===== config.mk =====
export PLATFORM = sky130hd
export DESIGN_NAME = lfu_cache_with_lru_tiebreak
export DESIGN_NICKNAME = d
export VERILOG_FILES = /design/src/rtl/lfuc_pkg.sv /design/src/rtl/lfuc_ctrl.sv /design/src/rtl/lfuc_dpath.sv /design/src/rtl/lfu_cache_with_lru_tiebreak.sv
export SDC_FILE = /design/constraint.sdc
export NUM_CORES = 2
export LEC_CHECK = 0
export BUFFER_PORTS_ARGS = -buffer_cell sky130_fd_sc_hd__buf_2
export CAP_MARGIN = 10
export CORE_ASPECT_RATIO = 2
export CORE_MARGIN = 3
export CORE_UTILIZATION = 46
export CTS_BUF_LIST = sky130_fd_sc_hd__clkbuf_2 sky130_fd_sc_hd__clkbuf_4 sky130_fd_sc_hd__clkbuf_8
export CTS_CLUSTER_SIZE = 25
export DETAILED_ROUTE_END_ITERATION = 7
export PLACE_DENSITY = 0.57
export RECOVER_POWER = 25
export SETUP_SLACK_MARGIN = 0.05
export SLEW_MARGIN = 5
export SYNTH_ARGS = -nofsm -noshare
export SYNTH_HDL_FRONTEND = slang
export SYNTH_SLANG_ARGS = --single-unit

===== constraint.sdc =====
create_clock -name clk -period 17 [get_ports clk]
set_clock_uncertainty 0.15 [all_clocks]
set_input_delay 1.7 -clock clk [delete_from_list [all_inputs] [get_ports clk]]
set_output_delay 1.7 -clock clk [all_outputs]
set_load 0.02 [all_outputs]

===== src/rtl/lfuc_pkg.sv =====
`timescale 1ns / 1ps
// ----------------------------------------------------------------------------
// lfuc_pkg
// Shared constants and controller/datapath interface types for the LFU cache.
// ----------------------------------------------------------------------------
package lfuc_pkg;

	localparam int ENTRIES   = 16;
	localparam int CNT_W     = 16;
	localparam int KEY_W     = 32;
	localparam int VAL_W     = 32;
	localparam int CAP_W     = 5;
	localparam int CAP_RESET = 16;
	localparam int IDX_W     = (ENTRIES > 1) ? $clog2(ENTRIES) : 1;
	localparam int OCC_W     = $clog2(ENTRIES + 1);

	localparam logic OP_GET = 1'b0;
	localparam logic OP_PUT = 1'b1;

	// controller -> datapath commands
	typedef struct packed {
		logic load;
		logic match;
		logic touch;
		logic scan_clr;
		logic scan_step;
		logic evict;
		logic insert;
		logic finish;
	} lfuc_cmd_t;

	// datapath -> controller status
	typedef struct packed {
		logic hit;
		logic op_put;
		logic cap_zero;
		logic full;
		logic scan_last;
		logic out_busy;
	} lfuc_sts_t;

endpackage


===== src/rtl/lfuc_ctrl.sv =====
`timescale 1ns / 1ps
// ----------------------------------------------------------------------------
// lfuc_ctrl
// Sequencer: steps one operation through match, update, victim scan, evict, insert and result.
// ----------------------------------------------------------------------------
module lfuc_ctrl (
	input  logic               clk,
	input  logic               arst_n,
	input  logic               in_valid,
	output logic               in_ready,
	input  lfuc_pkg::lfuc_sts_t sts,
	output lfuc_pkg::lfuc_cmd_t cmd
);

	localparam logic [2:0] ST_IDLE   = 3'd0;
	localparam logic [2:0] ST_MATCH  = 3'd1;
	localparam logic [2:0] ST_ROUTE  = 3'd2;
	localparam logic [2:0] ST_TOUCH  = 3'd3;
	localparam logic [2:0] ST_SCAN   = 3'd4;
	localparam logic [2:0] ST_EVICT  = 3'd5;
	localparam logic [2:0] ST_INSERT = 3'd6;
	localparam logic [2:0] ST_FINISH = 3'd7;

	logic [2:0] state_q;
	logic [2:0] state_d;

	assign in_ready = (state_q == ST_IDLE);

	always_comb begin
		state_d = state_q;
		cmd     = '0;
		case (state_q)
			ST_IDLE: begin
				if (in_valid) begin
					cmd.load = 1'b1;
					state_d  = ST_MATCH;
				end
			end
			ST_MATCH: begin
				cmd.match = 1'b1;
				state_d   = ST_ROUTE;
			end
			ST_ROUTE: begin
				if (sts.hit && !(sts.op_put && sts.cap_zero)) begin
					state_d = ST_TOUCH;
				end else if (!sts.op_put || sts.cap_zero) begin
					state_d = ST_FINISH;
				end else if (sts.full) begin
					cmd.scan_clr = 1'b1;
					state_d      = ST_SCAN;
				end else begin
					state_d = ST_INSERT;
				end
			end
			ST_TOUCH: begin
				cmd.touch = 1'b1;
				state_d   = ST_FINISH;
			end
			ST_SCAN: begin
				cmd.scan_step = 1'b1;
				if (sts.scan_last) begin
					state_d = ST_EVICT;
				end
			end
			ST_EVICT: begin
				cmd.evict = 1'b1;
				state_d   = ST_INSERT;
			end
			ST_INSERT: begin
				cmd.insert = 1'b1;
				state_d    = ST_FINISH;
			end
			ST_FINISH: begin
				// hold until the output register is free
				if (!sts.out_busy) begin
					cmd.finish = 1'b1;
					state_d    = ST_IDLE;
				end
			end
			default: begin
				state_d = ST_IDLE;
			end
		endcase
	end

	always_ff @(posedge clk or negedge arst_n) begin
		if (!arst_n) begin
			state_q <= ST_IDLE;
		end else begin
			state_q <= state_d;
		end
	end

endmodule


===== src/rtl/lfuc_dpath.sv =====
`timescale 1ns / 1ps
// ----------------------------------------------------------------------------
// lfuc_dpath
// Entry storage, key match, recency/count update, victim scan and result reg.
// ----------------------------------------------------------------------------
module lfuc_dpath (
	input  logic                           clk,
	input  logic                           arst_n,
	input  logic                           cfg_we,
	input  logic [lfuc_pkg::CAP_W-1:0]     cfg_data,
	input  logic                           in_op,
	input  logic [lfuc_pkg::KEY_W-1:0]     in_key,
	input  logic [lfuc_pkg::VAL_W-1:0]     in_val,
	input  lfuc_pkg::lfuc_cmd_t            cmd,
	output lfuc_pkg::lfuc_sts_t            sts,
	output logic                           out_valid,
	input  logic                           out_ready,
	output logic                           out_hit,
	output logic [lfuc_pkg::VAL_W-1:0]     out_val
);

	localparam int E = lfuc_pkg::ENTRIES;

	logic [lfuc_pkg::CAP_W-1:0] capacity_q;
	logic                       op_q;
	logic [lfuc_pkg::KEY_W-1:0] key_q;
	logic [lfuc_pkg::VAL_W-1:0] wval_q;

	logic [E-1:0]               valid_q;
	logic [lfuc_pkg::KEY_W-1:0] ekey_q  [E];
	logic [lfuc_pkg::VAL_W-1:0] eval_q  [E];
	logic [lfuc_pkg::CNT_W-1:0] cnt_q   [E];
	logic [lfuc_pkg::IDX_W-1:0] rank_q  [E];
	logic [lfuc_pkg::OCC_W-1:0] occ_q;

	logic [E-1:0]               match_oh_q;
	logic                       hit_q;
	logic [lfuc_pkg::VAL_W-1:0] hit_val_q;
	logic [lfuc_pkg::IDX_W-1:0] hit_rank_q;

	logic [lfuc_pkg::IDX_W-1:0] scan_idx_q;
	logic                       found_q;
	logic [lfuc_pkg::IDX_W-1:0] best_idx_q;
	logic [lfuc_pkg::CNT_W-1:0] best_cnt_q;
	logic [lfuc_pkg::IDX_W-1:0] best_rank_q;

	logic                       out_valid_q;
	logic                       out_hit_q;
	logic [lfuc_pkg::VAL_W-1:0] out_val_q;

	// combinational helpers
	logic [E-1:0]               eq;
	logic [lfuc_pkg::VAL_W-1:0] eq_val;
	logic [lfuc_pkg::IDX_W-1:0] eq_rank;
	logic                       any_free;
	logic [lfuc_pkg::IDX_W-1:0] free_idx;
	logic                       scan_take;
	logic                       full;

	always_comb begin
		eq_val  = '0;
		eq_rank = '0;
		for (int i = 0; i < E; i++) begin
			eq[i] = valid_q[i] && (ekey_q[i] == key_q);
			if (eq[i]) begin
				eq_val  = eq_val | eval_q[i];
				eq_rank = eq_rank | rank_q[i];
			end
		end
	end

	// lowest-numbered free entry
	always_comb begin
		any_free = 1'b0;
		free_idx = '0;
		for (int i = E - 1; i >= 0; i--) begin
			if (!valid_q[i]) begin
				any_free = 1'b1;
				free_idx = lfuc_pkg::IDX_W'(i);
			end
		end
	end

	// lower count wins; on equal count the older entry (higher rank) wins
	assign scan_take = valid_q[scan_idx_q] &&
		(!found_q || (cnt_q[scan_idx_q] < best_cnt_q) ||
		 ((cnt_q[scan_idx_q] == best_cnt_q) && (rank_q[scan_idx_q] > best_rank_q)));

	assign full = (32'(occ_q) >= 32'(capacity_q)) || (32'(occ_q) >= 32'(E));

	assign sts.hit       = hit_q;
	assign sts.op_put    = (op_q == lfuc_pkg::OP_PUT);
	assign sts.cap_zero  = (capacity_q == '0);
	assign sts.full      = full;
	assign sts.scan_last = (32'(scan_idx_q) == 32'(E - 1));
	assign sts.out_busy  = out_valid_q && !out_ready;

	assign out_valid = out_valid_q;
	assign out_hit   = out_hit_q;
	assign out_val   = out_val_q;

	// control state
	always_ff @(posedge clk or negedge arst_n) begin
		if (!arst_n) begin
			capacity_q  <= lfuc_pkg::CAP_W'(lfuc_pkg::CAP_RESET);
			valid_q     <= '0;
			occ_q       <= '0;
			found_q     <= 1'b0;
			scan_idx_q  <= '0;
			out_valid_q <= 1'b0;
		end else begin
			if (cfg_we) begin
				capacity_q <= cfg_data;
			end
			if (cmd.scan_clr) begin
				scan_idx_q <= '0;
				found_q    <= 1'b0;
			end else if (cmd.scan_step) begin
				scan_idx_q <= scan_idx_q + 1'b1;
				if (scan_take) begin
					found_q <= 1'b1;
				end
			end
			if (cmd.evict && found_q) begin
				valid_q[best_idx_q] <= 1'b0;
				if (occ_q != '0) begin
					occ_q <= occ_q - 1'b1;
				end
			end
			if (cmd.insert && any_free) begin
				valid_q[free_idx] <= 1'b1;
				occ_q             <= occ_q + 1'b1;
			end
			if (cmd.finish) begin
				out_valid_q <= 1'b1;
			end else if (out_ready) begin
				out_valid_q <= 1'b0;
			end
		end
	end

	// payload
	always_ff @(posedge clk) begin
		if (cmd.load) begin
			op_q   <= in_op;
			key_q  <= in_key;
			wval_q <= in_val;
		end
		if (cmd.match) begin
			match_oh_q <= eq;
			hit_q      <= |eq;
			hit_val_q  <= eq_val;
			hit_rank_q <= eq_rank;
		end
		if (cmd.scan_step && scan_take) begin
			best_idx_q  <= scan_idx_q;
			best_cnt_q  <= cnt_q[scan_idx_q];
			best_rank_q <= rank_q[scan_idx_q];
		end
		for (int i = 0; i < E; i++) begin
			if (cmd.touch) begin
				if (match_oh_q[i]) begin
					rank_q[i] <= '0;
					if (cnt_q[i] != '1) begin
						cnt_q[i] <= cnt_q[i] + 1'b1;
					end
					if (op_q == lfuc_pkg::OP_PUT) begin
						eval_q[i] <= wval_q;
					end
				end else if (valid_q[i] && (rank_q[i] < hit_rank_q)) begin
					rank_q[i] <= rank_q[i] + 1'b1;
				end
			end
			if (cmd.evict && found_q && valid_q[i] && (rank_q[i] > best_rank_q)) begin
				rank_q[i] <= rank_q[i] - 1'b1;
			end
			if (cmd.insert && any_free) begin
				if (32'(free_idx) == 32'(i)) begin
					ekey_q[i] <= key_q;
					eval_q[i] <= wval_q;
					cnt_q[i]  <= lfuc_pkg::CNT_W'(1);
					rank_q[i] <= '0;
				end else if (valid_q[i]) begin
					rank_q[i] <= rank_q[i] + 1'b1;
				end
			end
		end
		if (cmd.finish) begin
			out_hit_q <= hit_q;
			out_val_q <= (hit_q && (op_q == lfuc_pkg::OP_GET)) ? hit_val_q : '1;
		end
	end

`ifndef SYNTHESIS
	a_occ_tracks_valid: assert property (@(posedge clk) disable iff (!arst_n)
		32'(occ_q) == 32'($countones(valid_q)))
		else $error("occupancy does not match valid entries");

	a_key_unique: assert property (@(posedge clk) disable iff (!arst_n)
		cmd.match |=> $onehot0(match_oh_q))
		else $error("key present in more than one entry");

	a_touch_on_hit: assert property (@(posedge clk) disable iff (!arst_n)
		cmd.touch |-> hit_q && $onehot(match_oh_q))
		else $error("update issued without a matching entry");

	a_evict_has_victim: assert property (@(posedge clk) disable iff (!arst_n)
		cmd.evict |-> found_q)
		else $error("eviction with no victim found");

	a_insert_has_room: assert property (@(posedge clk) disable iff (!arst_n)
		cmd.insert |-> any_free)
		else $error("insert with no free entry");
`endif

endmodule


===== src/rtl/lfu_cache_with_lru_tiebreak.sv =====
`timescale 1ns / 1ps
// ----------------------------------------------------------------------------
// lfu_cache_with_lru_tiebreak
// Key-value cache, least-frequently-used replacement, oldest entry on ties.
// ----------------------------------------------------------------------------
// channel | dir | tdata              | tuser
// s_*     | in  | key, write_value   | operation (0 get, 1 put)
// m_*     | out | read_value         | hit
// cfg     | in  | capacity (5 bits)  | -
//
// Get miss, or any put while capacity is zero: match, route, result;
// get hit or put hit: match, route, update, result.
// Put of a new key: match, route, insert, result; when the cache is full,
// a victim scan visiting one entry per cycle and an evict precede the insert.
// A new input is taken while a result waits in the output register; a
// stalled output holds the next result back at its final step.
// Reset clears all entries and sets capacity to 16; no clearing pass.
// ----------------------------------------------------------------------------
module lfu_cache_with_lru_tiebreak (
	input  logic        clk,
	input  logic        arst_n,
	input  logic        cfg_we,
	input  logic [4:0]  cfg_data,
	input  logic        s_tvalid,
	output logic        s_tready,
	input  logic [63:0] s_tdata,   // [31:0] key, [63:32] write_value
	input  logic        s_tuser,   // [0] operation
	output logic        m_tvalid,
	input  logic        m_tready,
	output logic [31:0] m_tdata,   // [31:0] read_value
	output logic        m_tuser    // [0] hit
);

	lfuc_pkg::lfuc_cmd_t cmd;
	lfuc_pkg::lfuc_sts_t sts;

	lfuc_ctrl u_ctrl (
		.clk      (clk),
		.arst_n   (arst_n),
		.in_valid (s_tvalid),
		.in_ready (s_tready),
		.sts      (sts),
		.cmd      (cmd)
	);

	lfuc_dpath u_dpath (
		.clk       (clk),
		.arst_n    (arst_n),
		.cfg_we    (cfg_we),
		.cfg_data  (cfg_data),
		.in_op     (s_tuser),
		.in_key    (s_tdata[31:0]),
		.in_val    (s_tdata[63:32]),
		.cmd       (cmd),
		.sts       (sts),
		.out_valid (m_tvalid),
		.out_ready (m_tready),
		.out_hit   (m_tuser),
		.out_val   (m_tdata)
	);

endmodule


==> results.cfg <==
[status]
status = finished, violations left
violations = max-capacitance violations, max-slew violations

[place]
gp_congestion = 0.936
portBuffers = 109
dp_hpwl_mm = 136
dp_cells = 6768
dpl_cell_area_um2 = 73500
pre_cts_slack_ps = 11790

[critical_path]
required_ps = 17380
critPathLaunchType = flop
path_max_fanout = 48
arrival_ps = 6320
endpoint_kind = flop
criticalPathCategory = flop to flop

[global_routing]
grt_pass1_wl_mm = 302
use_met3_pct = 3.39
grt_start_max_net_pins = 53
antenna_found_initial = 4
track_usage_pct = 26.4
overflow = 0
grt_pass1_vias = 44400
use_met1_pct = 27.7
grt_util_met2_pct = 49.7
grt-busiest-layer = met2

[sta]
fin_crit_sh_pct = 35.0
finalHoldViolations = 0
fin_tns_setup_ps = 0
period_needed_ps = 5940
fmax_mhz = 168
fin_ws_ps = 11060
slew_violations = 772
slew-limit-headroom_pct = -87.7
tightest_slew_ps = 2820
rsz0062_at_grt = no
setup-violations-final = 0

[synth]
synth-edff-count = 1503
syn_inst = 4795
synth_nets = 5060
synth-seq-cells = 1554
synthArstFlopShare_pct = 2.25
synth_top_area_share_pct = 64.3
netlist_area_um2 = 70200
synth_area_leaders = edfxtp_1 (64%), xor2_1 (7.5%), ha_1 (3.4%), mux4_2 (3.4%), a22o_1 (2.0%)
yosysSeqAreaShare_pct = 66.0
synth_warnings = 0
syn_area_per_cell_um2 = 14.6
yosysTopAreaCell = edfxtp_1
synth_flop_cell = edfxtp_1
ys_types = 65

[clock_network]
cts_buffer_depth = 4
clk_pin_slew_ps = 70
cts_made_buffers = 226
ctsHoldBuffers = 0
insertion_delay_ps = 960
cts_root_buf = clkbuf_8
cts_setup_buffers = 0
cts-resized-gates = 0
cts-htree-levels = 4
cts_tree = done
cts_num_sinks = 1554

[floorplan]
die_area_um2 = 158000
die_w_um = 282
die_h_um = 558
row_count = 202
initial_utilization_pct = 46.3
io_pins = 110
core_area_um2 = 151000

[hold_path]
hp-class = flop to flop

[finish]
fin_area_um2 = 77900
drive_gt1_share_pct = 14.4
layout.nets = 5323
area_delta_synth_final_pct = 11.0
stdcell_count = 7176
layout_common_cells = edfxtp_1 (1503), xor2_1 (602), nor2_1 (326), clkbuf_8 (227), nand3_1 (198)
final_common_cell = edfxtp_1

[pwr]
powerDensity_nw_per_um2 = 133
peakVddDrop_mv = 0.0802
p_leak_uw = 0.0268

[routing]
ant_nets = 0
drc = 0
vias = 43000
drtIter0Drc = 3172
drt-total-wl_mm = 208
wire_per_inst_um = 29.0
via_per_inst = 6.00
drtPass1Iterations = 6

[job]
cap_viol_max_count = 25
-- synth_stat cells, drive strengths merged (117+ instances only) --
cell type / instances
buf: 136
xor2: 602
inv: 117
nand3: 198
nor4: 121
nor2: 329
edfxtp: 1503
ha: 189
a22o: 157
nand4: 129
nand2: 158
a221oi: 149
xnor2: 134
-- sequential cells by signal, indices dropped and copies added (netlist names) --
signal / flops
u_dpath.ekey_q: 512
u_dpath.eval_q: 512
u_dpath.cnt_q: 256
u_dpath.rank_q: 64
u_dpath.hit_val_q: 32
u_dpath.key_q: 32
u_dpath.out_val: 32
u_dpath.wval_q: 32
u_dpath.best_cnt_q: 16
u_dpath.match_oh_q: 16
u_dpath.valid_q: 16
u_dpath.capacity_q: 5
u_dpath.occ_q: 5
u_dpath.best_idx_q: 4
u_dpath.best_rank_q: 4
u_dpath.hit_rank_q: 4
u_dpath.scan_idx_q: 4
u_ctrl.state_q: 3
u_dpath.found_q: 1
u_dpath.hit_q: 1
u_dpath.op_q: 1
u_dpath.out_hit: 1
u_dpath.out_valid: 1
-- final timing paths --
kind                                              startpoint                                 to  slack (ps)  depth (start not counted)
setup / recovery           u_dpath.scan_idx_q[1]$_DFFE_PN0P_    u_dpath.best_cnt_q[9]$_DFFE_PP_       11060                         12
hold / removal               u_dpath.eval_q[0][71]$_DFFE_PP_     u_dpath.hit_val_q[7]$_DFFE_PP_         350                          2
setup reg to reg           u_dpath.scan_idx_q[1]$_DFFE_PN0P_    u_dpath.best_cnt_q[9]$_DFFE_PP_       11060                         12
hold reg to reg              u_dpath.eval_q[0][71]$_DFFE_PP_     u_dpath.hit_val_q[7]$_DFFE_PP_         350                          2
max in group asynchronous                             arst_n  u_dpath.scan_idx_q[0]$_DFFE_PN0P_       15180                          1
min in group asynchronous                             arst_n      u_ctrl.state_q[0]$_DFFE_PN0P_         780                          1
-- report_power, final --
part	switching (µW)	leakage, µW	internal (µW)
combinational	1300	0.0102	850
clock	1470	0.00242	1630
sequential	405	0.0141	4740
total	3170	0.0268	7210
-- worst max-delay path: stages, from the launching register on --
cell      delay [ps]
dfrtp_1         1680
buf_4            830
mux4_2           590
mux4_2           490
ha_1             350
nor2b_1          140
o21a_1           160
o21ai_0          160
a21oi_1          100
o21ai_0          180
o211ai_1         140
a31oi_2          180
buf_4            380
-- kinds of logic after synthesis --
kind of cell	Yosys count	synth area share, %
compound gates	612	6.71
flops	1554	66.0
buf+inv	331	1.98
xor+xnor	736	9.19
fa+ha+maj	190	3.40
mux	128	3.71
simple gates	1244	8.97
-- per-stage QoR --
step                      hold WS (ps)  total power (µW)  utilization (%)
after floorplan                    273              6490                -
after global placement             348              7310             48.5
after detailed placement           339              7360             48.5
after CTS                          350             10500             51.5
after global routing               371             10800             51.5
final                              352             10400             51.5
-- final cells by class --
| class | instances | area [µm²] |
|---|---|---|
| Tap cell | 1938 | 2420 |
| Clock buffer | 302 | 3690 |
| Multi-Input combinational cell | 2910 | 22700 |
| Sequential cell | 1554 | 46300 |
| Clock inverter | 103 | 866 |
| Fill cell | 12800 | 73500 |
| Antenna cell | 3 | 7.51 |
| Inverter | 118 | 448 |
| Timing Repair Buffer | 248 | 1490 |
-- routing by layer --
layer | wire (µm) | up-vias
li1 | - | 18900
met1 | 71100 | 22000
met3 | 9260 | 615
met5 | 13 | -
met4 | 14700 | 2
met2 | 113000 | 1479
Power figures use the tool's default switching activity.
